## src/hdl/spi_clock_divider_search_macros.svh

```systemverilog
// Assertion helpers shared by the search block.
`ifndef SPI_CLOCK_DIVIDER_SEARCH_MACROS_SVH
`define SPI_CLOCK_DIVIDER_SEARCH_MACROS_SVH

// Same-cycle implication, checked out of reset.
`define SCD_ASSERT_NOW(label, clk, rst_n, ante, cons) \
    label: assert property (@(posedge clk) disable iff (!rst_n) (ante) |-> (cons)) \
        else $error("scdiv assertion failed");

// Next-cycle implication, checked out of reset.
`define SCD_ASSERT_NEXT(label, clk, rst_n, ante, cons) \
    label: assert property (@(posedge clk) disable iff (!rst_n) (ante) |=> (cons)) \
        else $error("scdiv assertion failed");

`endif

```

## src/hdl/scdiv_pkg.sv

```systemverilog
package scdiv_pkg;

    localparam int SRC_W  = 28;
    localparam int REQ_W  = 32;
    localparam int PRE_W  = 5;
    localparam int DIV_W  = 7;
    localparam int HIGH_W = 5;

    localparam logic [SRC_W-1:0] SRC_RESET = 28'd80000000;

    // Job queue between the front and back parts.
    localparam int QUEUE_DEPTH = 2;
    localparam int QPTR_W      = $clog2(QUEUE_DEPTH);
    localparam int QCNT_W      = $clog2(QUEUE_DEPTH + 1);

    typedef struct packed {
        logic [REQ_W-1:0] requested_hz;
        logic             bypass;
    } t_job;

    typedef struct packed {
        logic valid;
        t_job job;
    } t_job_head;

    typedef struct packed {
        logic              bypass;
        logic [PRE_W-1:0]  prescale;
        logic [DIV_W-1:0]  divide_count;
        logic [HIGH_W-1:0] high_count;
        logic [SRC_W-1:0]  achieved_hz;
        logic              none_fit;
    } t_result;

endpackage

```

## src/hdl/scdiv_front.sv

```systemverilog
`include "spi_clock_divider_search_macros.svh"

module scdiv_front
    import scdiv_pkg::*;
(
    input  logic             i_clk,
    input  logic             i_rst_n,
    input  logic [SRC_W-1:0] i_source_hz,
    input  logic             i_in_valid,
    input  logic [REQ_W-1:0] i_requested_hz,
    output logic             o_in_stall,
    input  logic             i_pop,
    output t_job_head        o_head
);

    t_job              r_mem [QUEUE_DEPTH];
    logic [QPTR_W-1:0] r_wr_ptr;
    logic [QPTR_W-1:0] r_rd_ptr;
    logic [QCNT_W-1:0] r_count;
    logic [QPTR_W-1:0] n_wr_ptr;
    logic [QPTR_W-1:0] n_rd_ptr;
    logic [QCNT_W-1:0] n_count;
    logic              push;
    logic              pop;
    t_job              new_job;

    assign o_in_stall = (r_count == QCNT_W'(QUEUE_DEPTH));
    assign push       = i_in_valid && !o_in_stall;
    assign pop        = i_pop && (r_count != '0);

    // Classify on entry: a request at or above the source skips the search.
    always_comb begin
        new_job.requested_hz = i_requested_hz;
        new_job.bypass       = (i_requested_hz >= REQ_W'(i_source_hz));
    end

    always_comb begin
        n_wr_ptr = r_wr_ptr;
        n_rd_ptr = r_rd_ptr;
        n_count  = r_count;
        if (push) begin
            n_wr_ptr = (r_wr_ptr == QPTR_W'(QUEUE_DEPTH - 1)) ? '0 : r_wr_ptr + QPTR_W'(1);
        end
        if (pop) begin
            n_rd_ptr = (r_rd_ptr == QPTR_W'(QUEUE_DEPTH - 1)) ? '0 : r_rd_ptr + QPTR_W'(1);
        end
        if (push && !pop) begin
            n_count = r_count + QCNT_W'(1);
        end else if (pop && !push) begin
            n_count = r_count - QCNT_W'(1);
        end
    end

    always_ff @(posedge i_clk) begin
        if (push) begin
            r_mem[r_wr_ptr] <= new_job;
        end
        if (!i_rst_n) begin
            r_wr_ptr <= '0;
            r_rd_ptr <= '0;
            r_count  <= '0;
        end else begin
            r_wr_ptr <= n_wr_ptr;
            r_rd_ptr <= n_rd_ptr;
            r_count  <= n_count;
        end
    end

    assign o_head.valid = (r_count != '0);
    assign o_head.job   = r_mem[r_rd_ptr];

    `SCD_ASSERT_NEXT(a_count_up, i_clk, i_rst_n, push && !pop, r_count == $past(r_count) + QCNT_W'(1))
    `SCD_ASSERT_NEXT(a_count_down, i_clk, i_rst_n, pop && !push, r_count == $past(r_count) - QCNT_W'(1))

endmodule

```

## src/hdl/scdiv_divpipe.sv

```systemverilog
module scdiv_divpipe
    import scdiv_pkg::*;
#(
    parameter int PROD_W = 11,
    parameter int SIDE_W = 12
) (
    input  logic              i_clk,
    input  logic              i_rst_n,
    input  logic              i_valid,
    input  logic [SRC_W-1:0]  i_dividend,
    input  logic [PROD_W-1:0] i_divisor,
    input  logic [SIDE_W-1:0] i_side,
    output logic              o_valid,
    output logic [SRC_W-1:0]  o_quotient,
    output logic [SIDE_W-1:0] o_side
);

    // One quotient bit per stage, most significant first.
    localparam int STAGES = SRC_W;

    logic [STAGES-1:0] r_valid;
    logic [PROD_W-1:0] r_rem  [STAGES];
    logic [PROD_W-1:0] r_den  [STAGES];
    logic [SRC_W-1:0]  r_num  [STAGES];
    logic [SRC_W-1:0]  r_quo  [STAGES];
    logic [SIDE_W-1:0] r_side [STAGES];

    logic [STAGES-1:0] n_valid;
    logic [PROD_W-1:0] n_rem  [STAGES];
    logic [PROD_W-1:0] n_den  [STAGES];
    logic [SRC_W-1:0]  n_num  [STAGES];
    logic [SRC_W-1:0]  n_quo  [STAGES];
    logic [SIDE_W-1:0] n_side [STAGES];

    always_comb begin
        logic [PROD_W-1:0] in_rem;
        logic [PROD_W-1:0] in_den;
        logic [SRC_W-1:0]  in_num;
        logic [SRC_W-1:0]  in_quo;
        logic [PROD_W:0]   shifted;
        logic [PROD_W:0]   diff;
        logic              fits;
        for (int s = 0; s < STAGES; s++) begin
            if (s == 0) begin
                n_valid[s] = i_valid;
                in_rem     = '0;
                in_den     = i_divisor;
                in_num     = i_dividend;
                in_quo     = '0;
                n_side[s]  = i_side;
            end else begin
                n_valid[s] = r_valid[s-1];
                in_rem     = r_rem[s-1];
                in_den     = r_den[s-1];
                in_num     = r_num[s-1];
                in_quo     = r_quo[s-1];
                n_side[s]  = r_side[s-1];
            end
            shifted   = {in_rem, in_num[SRC_W-1]};
            diff      = shifted - {1'b0, in_den};
            fits      = (shifted >= {1'b0, in_den});
            n_rem[s]  = fits ? diff[PROD_W-1:0] : shifted[PROD_W-1:0];
            n_den[s]  = in_den;
            n_num[s]  = {in_num[SRC_W-2:0], 1'b0};
            n_quo[s]  = {in_quo[SRC_W-2:0], fits};
        end
    end

    always_ff @(posedge i_clk) begin
        for (int s = 0; s < STAGES; s++) begin
            r_rem[s]  <= n_rem[s];
            r_den[s]  <= n_den[s];
            r_num[s]  <= n_num[s];
            r_quo[s]  <= n_quo[s];
            r_side[s] <= n_side[s];
        end
        if (!i_rst_n) begin
            r_valid <= '0;
        end else begin
            r_valid <= n_valid;
        end
    end

    assign o_valid    = r_valid[STAGES-1];
    assign o_quotient = r_quo[STAGES-1];
    assign o_side     = r_side[STAGES-1];

endmodule

```

## src/hdl/scdiv_back.sv

```systemverilog
`include "spi_clock_divider_search_macros.svh"

module scdiv_back
    import scdiv_pkg::*;
#(
    parameter int MAX_PRESCALE = 16,
    parameter int MAX_DIVIDE   = 64
) (
    input  logic             i_clk,
    input  logic             i_rst_n,
    input  logic [SRC_W-1:0] i_source_hz,
    input  t_job_head        i_head,
    output logic             o_pop,
    output logic             o_out_valid,
    input  logic             i_out_stall,
    output t_result          o_result
);

    localparam int PC_W   = $clog2(MAX_PRESCALE + 1);
    localparam int DC_W   = $clog2(MAX_DIVIDE + 1);
    localparam int PROD_W = $clog2(MAX_PRESCALE * MAX_DIVIDE + 1);
    localparam int SIDE_W = 1 + PC_W + DC_W;

    typedef enum logic [3:0] {
        S_IDLE  = 4'b0001,
        S_ISSUE = 4'b0010,
        S_DRAIN = 4'b0100,
        S_WRITE = 4'b1000
    } t_state;

    t_state            r_state;
    t_state            n_state;
    logic              r_bypass;
    logic              n_bypass;
    logic [REQ_W-1:0]  r_req;
    logic [REQ_W-1:0]  n_req;
    logic [PC_W-1:0]   r_pre;
    logic [PC_W-1:0]   n_pre;
    logic [DC_W-1:0]   r_cnt;
    logic [DC_W-1:0]   n_cnt;
    logic [PROD_W-1:0] r_prod;
    logic [PROD_W-1:0] n_prod;
    logic [SRC_W-1:0]  r_lead_hz;
    logic [SRC_W-1:0]  n_lead_hz;
    logic [PC_W-1:0]   r_lead_pre;
    logic [PC_W-1:0]   n_lead_pre;
    logic [DC_W-1:0]   r_lead_cnt;
    logic [DC_W-1:0]   n_lead_cnt;
    logic              r_out_valid;
    logic              n_out_valid;
    t_result           r_out;
    t_result           n_out;

    logic              issue_valid;
    logic              issue_last;
    logic [SIDE_W-1:0] issue_side;
    logic              pipe_valid;
    logic [SRC_W-1:0]  pipe_rate;
    logic [SIDE_W-1:0] pipe_side;
    logic              pipe_last;
    logic [PC_W-1:0]   pipe_pre;
    logic [DC_W-1:0]   pipe_cnt;
    logic              better;
    logic              out_free;
    logic [PC_W-1:0]   pre_next;
    logic [DC_W-1:0]   half_m1;
    logic [31:0]       pre_ext;
    logic [31:0]       cnt_ext;
    logic [31:0]       half_ext;

    assign issue_valid = (r_state == S_ISSUE);
    assign issue_last  = (r_pre == PC_W'(MAX_PRESCALE)) && (r_cnt == DC_W'(MAX_DIVIDE));
    assign issue_side  = {issue_last, r_pre, r_cnt};
    assign pre_next    = r_pre + PC_W'(1);

    scdiv_divpipe #(
        .PROD_W (PROD_W),
        .SIDE_W (SIDE_W)
    ) u_divpipe (
        .i_clk      (i_clk),
        .i_rst_n    (i_rst_n),
        .i_valid    (issue_valid),
        .i_dividend (i_source_hz),
        .i_divisor  (r_prod),
        .i_side     (issue_side),
        .o_valid    (pipe_valid),
        .o_quotient (pipe_rate),
        .o_side     (pipe_side)
    );

    assign pipe_cnt  = pipe_side[DC_W-1:0];
    assign pipe_pre  = pipe_side[DC_W +: PC_W];
    assign pipe_last = pipe_side[SIDE_W-1];

    // Strictly higher keeps the first pair in scan order on ties.
    assign better   = pipe_valid && (REQ_W'(pipe_rate) <= r_req) && (pipe_rate > r_lead_hz);
    assign out_free = !r_out_valid || !i_out_stall;
    assign o_pop    = (r_state == S_IDLE) && i_head.valid;

    assign half_m1  = (r_lead_cnt >> 1) - DC_W'(1);
    assign pre_ext  = 32'(r_lead_pre);
    assign cnt_ext  = 32'(r_lead_cnt);
    assign half_ext = 32'(half_m1);

    always_comb begin
        n_state     = r_state;
        n_bypass    = r_bypass;
        n_req       = r_req;
        n_pre       = r_pre;
        n_cnt       = r_cnt;
        n_prod      = r_prod;
        n_lead_hz   = r_lead_hz;
        n_lead_pre  = r_lead_pre;
        n_lead_cnt  = r_lead_cnt;
        n_out       = r_out;
        n_out_valid = r_out_valid && i_out_stall;

        if (better) begin
            n_lead_hz  = pipe_rate;
            n_lead_pre = pipe_pre;
            n_lead_cnt = pipe_cnt;
        end

        case (r_state)
            S_IDLE: begin
                if (i_head.valid) begin
                    n_bypass   = i_head.job.bypass;
                    n_req      = i_head.job.requested_hz;
                    n_pre      = PC_W'(1);
                    n_cnt      = DC_W'(2);
                    n_prod     = PROD_W'(2);
                    n_lead_hz  = '0;
                    n_lead_pre = PC_W'(MAX_PRESCALE);
                    n_lead_cnt = DC_W'(MAX_DIVIDE);
                    n_state    = i_head.job.bypass ? S_WRITE : S_ISSUE;
                end
            end
            S_ISSUE: begin
                // Advance the counter divisor inside, the prescaler outside.
                if (issue_last) begin
                    n_state = S_DRAIN;
                end else if (r_cnt == DC_W'(MAX_DIVIDE)) begin
                    n_pre  = pre_next;
                    n_cnt  = DC_W'(2);
                    n_prod = PROD_W'({pre_next, 1'b0});
                end else begin
                    n_cnt  = r_cnt + DC_W'(1);
                    n_prod = r_prod + PROD_W'(r_pre);
                end
            end
            S_DRAIN: begin
                if (pipe_valid && pipe_last) begin
                    n_state = S_WRITE;
                end
            end
            S_WRITE: begin
                if (out_free) begin
                    if (r_bypass) begin
                        n_out.bypass       = 1'b1;
                        n_out.prescale     = '0;
                        n_out.divide_count = '0;
                        n_out.high_count   = '0;
                        n_out.achieved_hz  = i_source_hz;
                        n_out.none_fit     = 1'b0;
                    end else begin
                        n_out.bypass       = 1'b0;
                        n_out.prescale     = pre_ext[PRE_W-1:0];
                        n_out.divide_count = cnt_ext[DIV_W-1:0];
                        n_out.high_count   = half_ext[HIGH_W-1:0];
                        n_out.achieved_hz  = r_lead_hz;
                        n_out.none_fit     = (r_lead_hz == '0);
                    end
                    n_out_valid = 1'b1;
                    n_state     = S_IDLE;
                end
            end
            default: begin
                n_state = S_IDLE;
            end
        endcase
    end

    always_ff @(posedge i_clk) begin
        r_bypass   <= n_bypass;
        r_req      <= n_req;
        r_pre      <= n_pre;
        r_cnt      <= n_cnt;
        r_prod     <= n_prod;
        r_lead_hz  <= n_lead_hz;
        r_lead_pre <= n_lead_pre;
        r_lead_cnt <= n_lead_cnt;
        r_out      <= n_out;
        if (!i_rst_n) begin
            r_state     <= S_IDLE;
            r_out_valid <= 1'b0;
        end else begin
            r_state     <= n_state;
            r_out_valid <= n_out_valid;
        end
    end

    assign o_out_valid = r_out_valid;
    assign o_result    = r_out;

    `SCD_ASSERT_NOW(a_pipe_in_search, i_clk, i_rst_n, pipe_valid, (r_state == S_ISSUE) || (r_state == S_DRAIN))
    `SCD_ASSERT_NOW(a_none_fit_zero, i_clk, i_rst_n, r_out_valid && r_out.none_fit, (r_out.achieved_hz == '0) && !r_out.bypass)

endmodule

```

## src/hdl/spi_clock_divider_search.sv

```systemverilog
// Clock divider search. Each request on the input channel is a highest allowed
// bit rate in hertz; the block answers with one result: the prescaler
// (1 to MAX_PRESCALE) and counter divisor (2 to MAX_DIVIDE) whose rate,
// source / (prescale * divide) rounded down, is the highest not above the
// request, taking the first such pair with the prescaler as the outer scan.
// A request at or above the source rate returns bypass with the source rate.
// When no pair gives a nonzero rate within the request, the defaults
// MAX_PRESCALE / MAX_DIVIDE come back with achieved rate 0 and none_fit set.
// A searched request leaves the queue, issues one prescaler/counter pair per
// cycle into the pipelined divider, drains the divider and then loads the
// output register; the next search starts only once this one is done. A
// bypassed request skips the scan and goes from the queue straight to the
// output register. A result held by the output stall delays the next load. A
// two-entry queue in front of the search lets new requests be taken while a
// search runs, and the output register lets the next search start while a
// result waits. The source frequency register (reset 80 MHz) is written
// through the configuration channel; the user must write it only while the
// block is idle, and the block itself does not enforce this.
module spi_clock_divider_search
    import scdiv_pkg::*;
#(
    parameter int MAX_PRESCALE = 16,
    parameter int MAX_DIVIDE   = 64
) (
    input  logic              i_clk,
    input  logic              i_rst_n,

    // configuration channel: source frequency in hertz
    input  logic              i_cfg_valid,
    output logic              o_cfg_ready,
    input  logic [SRC_W-1:0]  i_cfg_data,

    // request channel
    input  logic              i_in_valid,
    output logic              o_in_stall,
    input  logic [REQ_W-1:0]  i_requested_hz,

    // result channel
    output logic              o_out_valid,
    input  logic              i_out_stall,
    output logic              o_bypass,
    output logic [PRE_W-1:0]  o_prescale,
    output logic [DIV_W-1:0]  o_divide_count,
    output logic [HIGH_W-1:0] o_high_count,
    output logic [SRC_W-1:0]  o_achieved_hz,
    output logic              o_none_fit
);

    logic [SRC_W-1:0] r_source_hz;
    t_job_head        head;
    logic             pop;
    t_result          result;

    // The register takes every write transfer at once.
    assign o_cfg_ready = 1'b1;

    always_ff @(posedge i_clk) begin
        if (!i_rst_n) begin
            r_source_hz <= SRC_RESET;
        end else if (i_cfg_valid && o_cfg_ready) begin
            r_source_hz <= i_cfg_data;
        end
    end

    // Front: take each request transfer, mark bypass, queue it.
    scdiv_front u_front (
        .i_clk          (i_clk),
        .i_rst_n        (i_rst_n),
        .i_source_hz    (r_source_hz),
        .i_in_valid     (i_in_valid),
        .i_requested_hz (i_requested_hz),
        .o_in_stall     (o_in_stall),
        .i_pop          (pop),
        .o_head         (head)
    );

    // Back: scan the pairs through the divider pipeline, hold the result.
    scdiv_back #(
        .MAX_PRESCALE (MAX_PRESCALE),
        .MAX_DIVIDE   (MAX_DIVIDE)
    ) u_back (
        .i_clk       (i_clk),
        .i_rst_n     (i_rst_n),
        .i_source_hz (r_source_hz),
        .i_head      (head),
        .o_pop       (pop),
        .o_out_valid (o_out_valid),
        .i_out_stall (i_out_stall),
        .o_result    (result)
    );

    assign o_bypass       = result.bypass;
    assign o_prescale     = result.prescale;
    assign o_divide_count = result.divide_count;
    assign o_high_count   = result.high_count;
    assign o_achieved_hz  = result.achieved_hz;
    assign o_none_fit     = result.none_fit;

endmodule

```

## config.mk

```make
export PLATFORM = sky130hd
export DESIGN_NAME = spi_clock_divider_search
export DESIGN_NICKNAME = d
export VERILOG_FILES = /design/src/hdl/scdiv_pkg.sv /design/src/hdl/scdiv_front.sv /design/src/hdl/scdiv_divpipe.sv /design/src/hdl/scdiv_back.sv /design/src/hdl/spi_clock_divider_search.sv
export VERILOG_INCLUDE_DIRS = /design/src /design/src/hdl
export SDC_FILE = /design/constraint.sdc
export NUM_CORES = 2
export LEC_CHECK = 0
export ABC_AREA = 1
export BUFFER_PORTS_ARGS = -buffer_cell sky130_fd_sc_hd__buf_2
export CAP_MARGIN = 20
export CORE_ASPECT_RATIO = 0.5
export CORE_MARGIN = 2
export CORE_UTILIZATION = 55
export CTS_CLUSTER_DIAMETER = 200
export DETAILED_ROUTE_END_ITERATION = 12
export GPL_TIMING_DRIVEN = 0
export PLACE_DENSITY = 0.78
export SYNTH_ARGS = -nofsm -noshare
export SYNTH_HDL_FRONTEND = slang
export SYNTH_HIERARCHICAL = 1
export SYNTH_SLANG_ARGS = --single-unit
```

## constraint.sdc

```tcl
create_clock -name i_clk -period 9.01 [get_ports i_clk]
set_clock_uncertainty 0.05 [all_clocks]
set_input_delay 1.802 -clock i_clk [delete_from_list [all_inputs] [get_ports i_clk]]
set_output_delay 1.802 -clock i_clk [all_outputs]
set_load 0.02 [all_outputs]
```

==> results.md <==
- Reg2reg setup slack: 6.02 ns
- CTS tree: yes
- Met1 Usage GRT: between 20% and 30%
- Slew margin rel.: 25.6%
- # Post-CTS Setup Buffers: 0
- Placed Area: 75,800 um2
- Top cells by area, synth: dfxtp_1 51%, nand2_1 8.9%, edfxtp_1 7.0%
- Clock buffer depth: 3
- Synthesized flop and latch total: about 2,000
- Hold Violations, Final: 0
- Clk pin slew, worst setup/hold paths: around 0.070 ns
- Post-Syn Area: roughly 73,000 um2
- Synth top area share: 50.8%
- Die Span X: 519 um
- Commonest non-fill, non-tap cell in the layout: dfxtp_1
- Met2 Use GR: 38.1%
- Type of origin of the critical path: flop
- Via/cell ratio: 4.85
- Cts bufs inserted: 160
- Fmax: 304 MHz
- Die height: 261 um
- Area leader, netlist: dfxtp_1
- Hold WC Path Type: reg2reg
- 1st-pass router iterations: 6
- First-pass GRT wire length: ~230 mm
- Routability cong.: 0.934
- Initial Utilization: between 50% and 60%
- Global-route usage over all layers: between 20 and 25%
- I/O pin cnt: 115
- H-Tree Depth: 4
- Final ANT Viol Nets: 0
- Remaining DRCs: 0
- Hold WS: about 0.23 ns
- Hold Crit Start: u_back/u_divpipe/r_num[0][336]$_DFF_P_
- Worst ir drop on vdd: between 0.2 and 0.3 mV
- RSZ-0062 raised after global routing: false
- Post-layout instance area: approximately 80,000 um2
- Met3 usage: 3.32%
- Cell Rows: 94
- Leakage: 39.1 nW
- CP Data Required Time: 7.16 ns
- Mapped Cells: 7,519
- CP endpoint kind: primary output
- Critical path class: reg2out
- Hold EP: u_back/u_divpipe/r_num[0][363]$_DFF_P_
- Number of global-route vias before repair: 46,260
- Root Buffer: clkbuf_16
- Setup TNS: 0 ns
- Critical Path AT: ~1.4 ns
- Most frequent cells in the layout: 1,848 x dfxtp_1, 1,734 x nand2_1, 1,179 x inv_1
- Distinct cell type count after synthesis: about 50
- Register area share after synthesis: 57.7%
- GRT overflow: 0
- WL final: ~150 mm
- Crit-path max FO: 5
- Net Count, Synth: about 8,000
- Post-route insts no fill: 9,708
- Number of max-cap violations: 0
- Busiest grt layer: met2
- PD cells: 443 nW/um2
- Layout net count: 8,284
- FF-to-FF End: u_front/r_count[1]$_SDFFE_PN0P_
- Launching point of the worst reg2reg path: u_back/r_state[2]$_SDFFE_PN0P_
- Syn avg cell area: 9.69 um2
- Clock Sinks: just over 2,000
- Final setup violation count: 0
- Post-CTS Resized: 0
- Antenna violations before repair: 6
- Tmin final: 3.29 ns
- Post-DP HPWL: ~110 mm
- Vias: 47,054
- Starting DRT DRC Count: 2,981
- Core area: around 130,000 um2
- Total power: around 0.036 W
- Fin. max-slew vios: 0
- Period utilization: a little over a third
- PortBufs: between 100 and 150
- Cts hold-fix bufs: 0
- Worst hold stages: 0
- Worst-margin pin slew: 1.11 ns
- Synth warn: 6
- Share of post-route cells with drive strength above 1: 13.2%
- Largest net degree at the start of global routing: 29
- Reg2Reg Depth: 11
- Wire length per cell: 15.1 um
- Clk_lat worst skew: 0.81 ns
- Area Overhead vs Synth: 11.7%
- DIE AREA: 136,000 um2
- DP Cell Count: approximately 9,400
- Status: finished, final reports clean
## registers in the layout, summed over array words and instances, names as in the netlist, 32 cells and up, named ones only
signal	flops
u_back/u_divpipe/r_num	378
u_back/o_result	47
u_back/u_divpipe/r_den	297
u_back/u_divpipe/r_rem	297
u_back/u_divpipe/r_side	364
u_back/r_req	32
u_back/u_divpipe/r_quo	406
u_front/r_mem	66
## power breakdown
group | total [W] | internal [W] | switching (W)
combinational | 0.0153 | 0.00567 | 0.00962
clock | 0.00729 | 0.00398 | 0.00331
sequential | 0.0135 | 0.0121 | 0.00139
## synth_stat cells (all sizes together)
cell type	count
nand3b	104
mux2	34
a21o	8
o211ai	4
o21ai	176
and3	2
clkbuf	36
a21oi	202
nor3	7
or2	32
buf	61
nand2	1862
conb	1
nor2	455
ha	394
xor2	56
inv	1236
nor4	7
nand3	458
edfxtp	169
and2	27
a41oi	5
nor3b	2
fa	27
nand4	271
a211oi	2
o21a	5
dfxtp	1848
xnor2	28
## area by class of cell
type                    instances  area, um2
fillers                     10686      50100
flip-flops and latches       2017      42100
multi-input cells            4169      25400
inverters                    1236       4640
clock buffers                 216       4510
well taps                    1776       2220
clock inverters                77       1080
plain buffers                  97        816
repair buffers                117        663
diodes                          3       7.51
## routing by layer
| metal | vias up | wire (um) |
|---|---|---|
| met3 | 301 | 6040 |
| met4 | 0 | 6640 |
| met1 | 21518 | 63100 |
| met5 | - | 0 |
| li1 | 24297 | - |
| met2 | 938 | 70500 |
## worst max-delay path by stage
stage                                         start                          endpoint  slack, ns  cells past startpoint
finish              u_front/r_count[1]$_SDFFE_PN0P_                        o_in_stall       5.72                      3
floorplan                               i_out_stall  u_back/o_result[0]$_SDFFCE_PP0P_       4.61                      3
CTS                 u_front/r_count[1]$_SDFFE_PN0P_                        o_in_stall       5.65                      3
global route        u_front/r_count[1]$_SDFFE_PN0P_                        o_in_stall       5.58                      3
detailed placement               i_requested_hz[27]     u_front/r_mem[0][0]$_DFFE_PP_       5.24                      8
global placement                        i_out_stall     u_back/o_result[24]$_DFFE_PP_       3.14                      4
## cell families (layout without fill, tap and decap cells)
logic type / Yosys count / after routing / synth area share, %
simple gates: 3227 / 3227 / 22.5
xor+xnor: 84 / 84 / 1.01
other cells: 1 / 4 / 0.00515
compound gates: 402 / 402 / 3.06
mux: 34 / 34 / 0.680
flops: 2017 / 2017 / 57.7
fa+ha+maj: 421 / 421 / 7.51
buf+inv: 1333 / 1743 / 7.48
## critical path: stages, from the launching register on
cell	delay (ns)
dfxtp_1	0.31
inv_1	0.08
nor2_1	0.09
buf_2	0.16
## metrics by stage
stage / utilization [%] / setup slack [ns]
floorplan: - / 4.61
CTS: 61.9 / 5.65
global placement: 57.5 / 3.14
global route: 61.9 / 5.58
finish: 61.9 / 5.72
detailed placement: 57.6 / 5.24
Power figures use the tool's default switching activity.
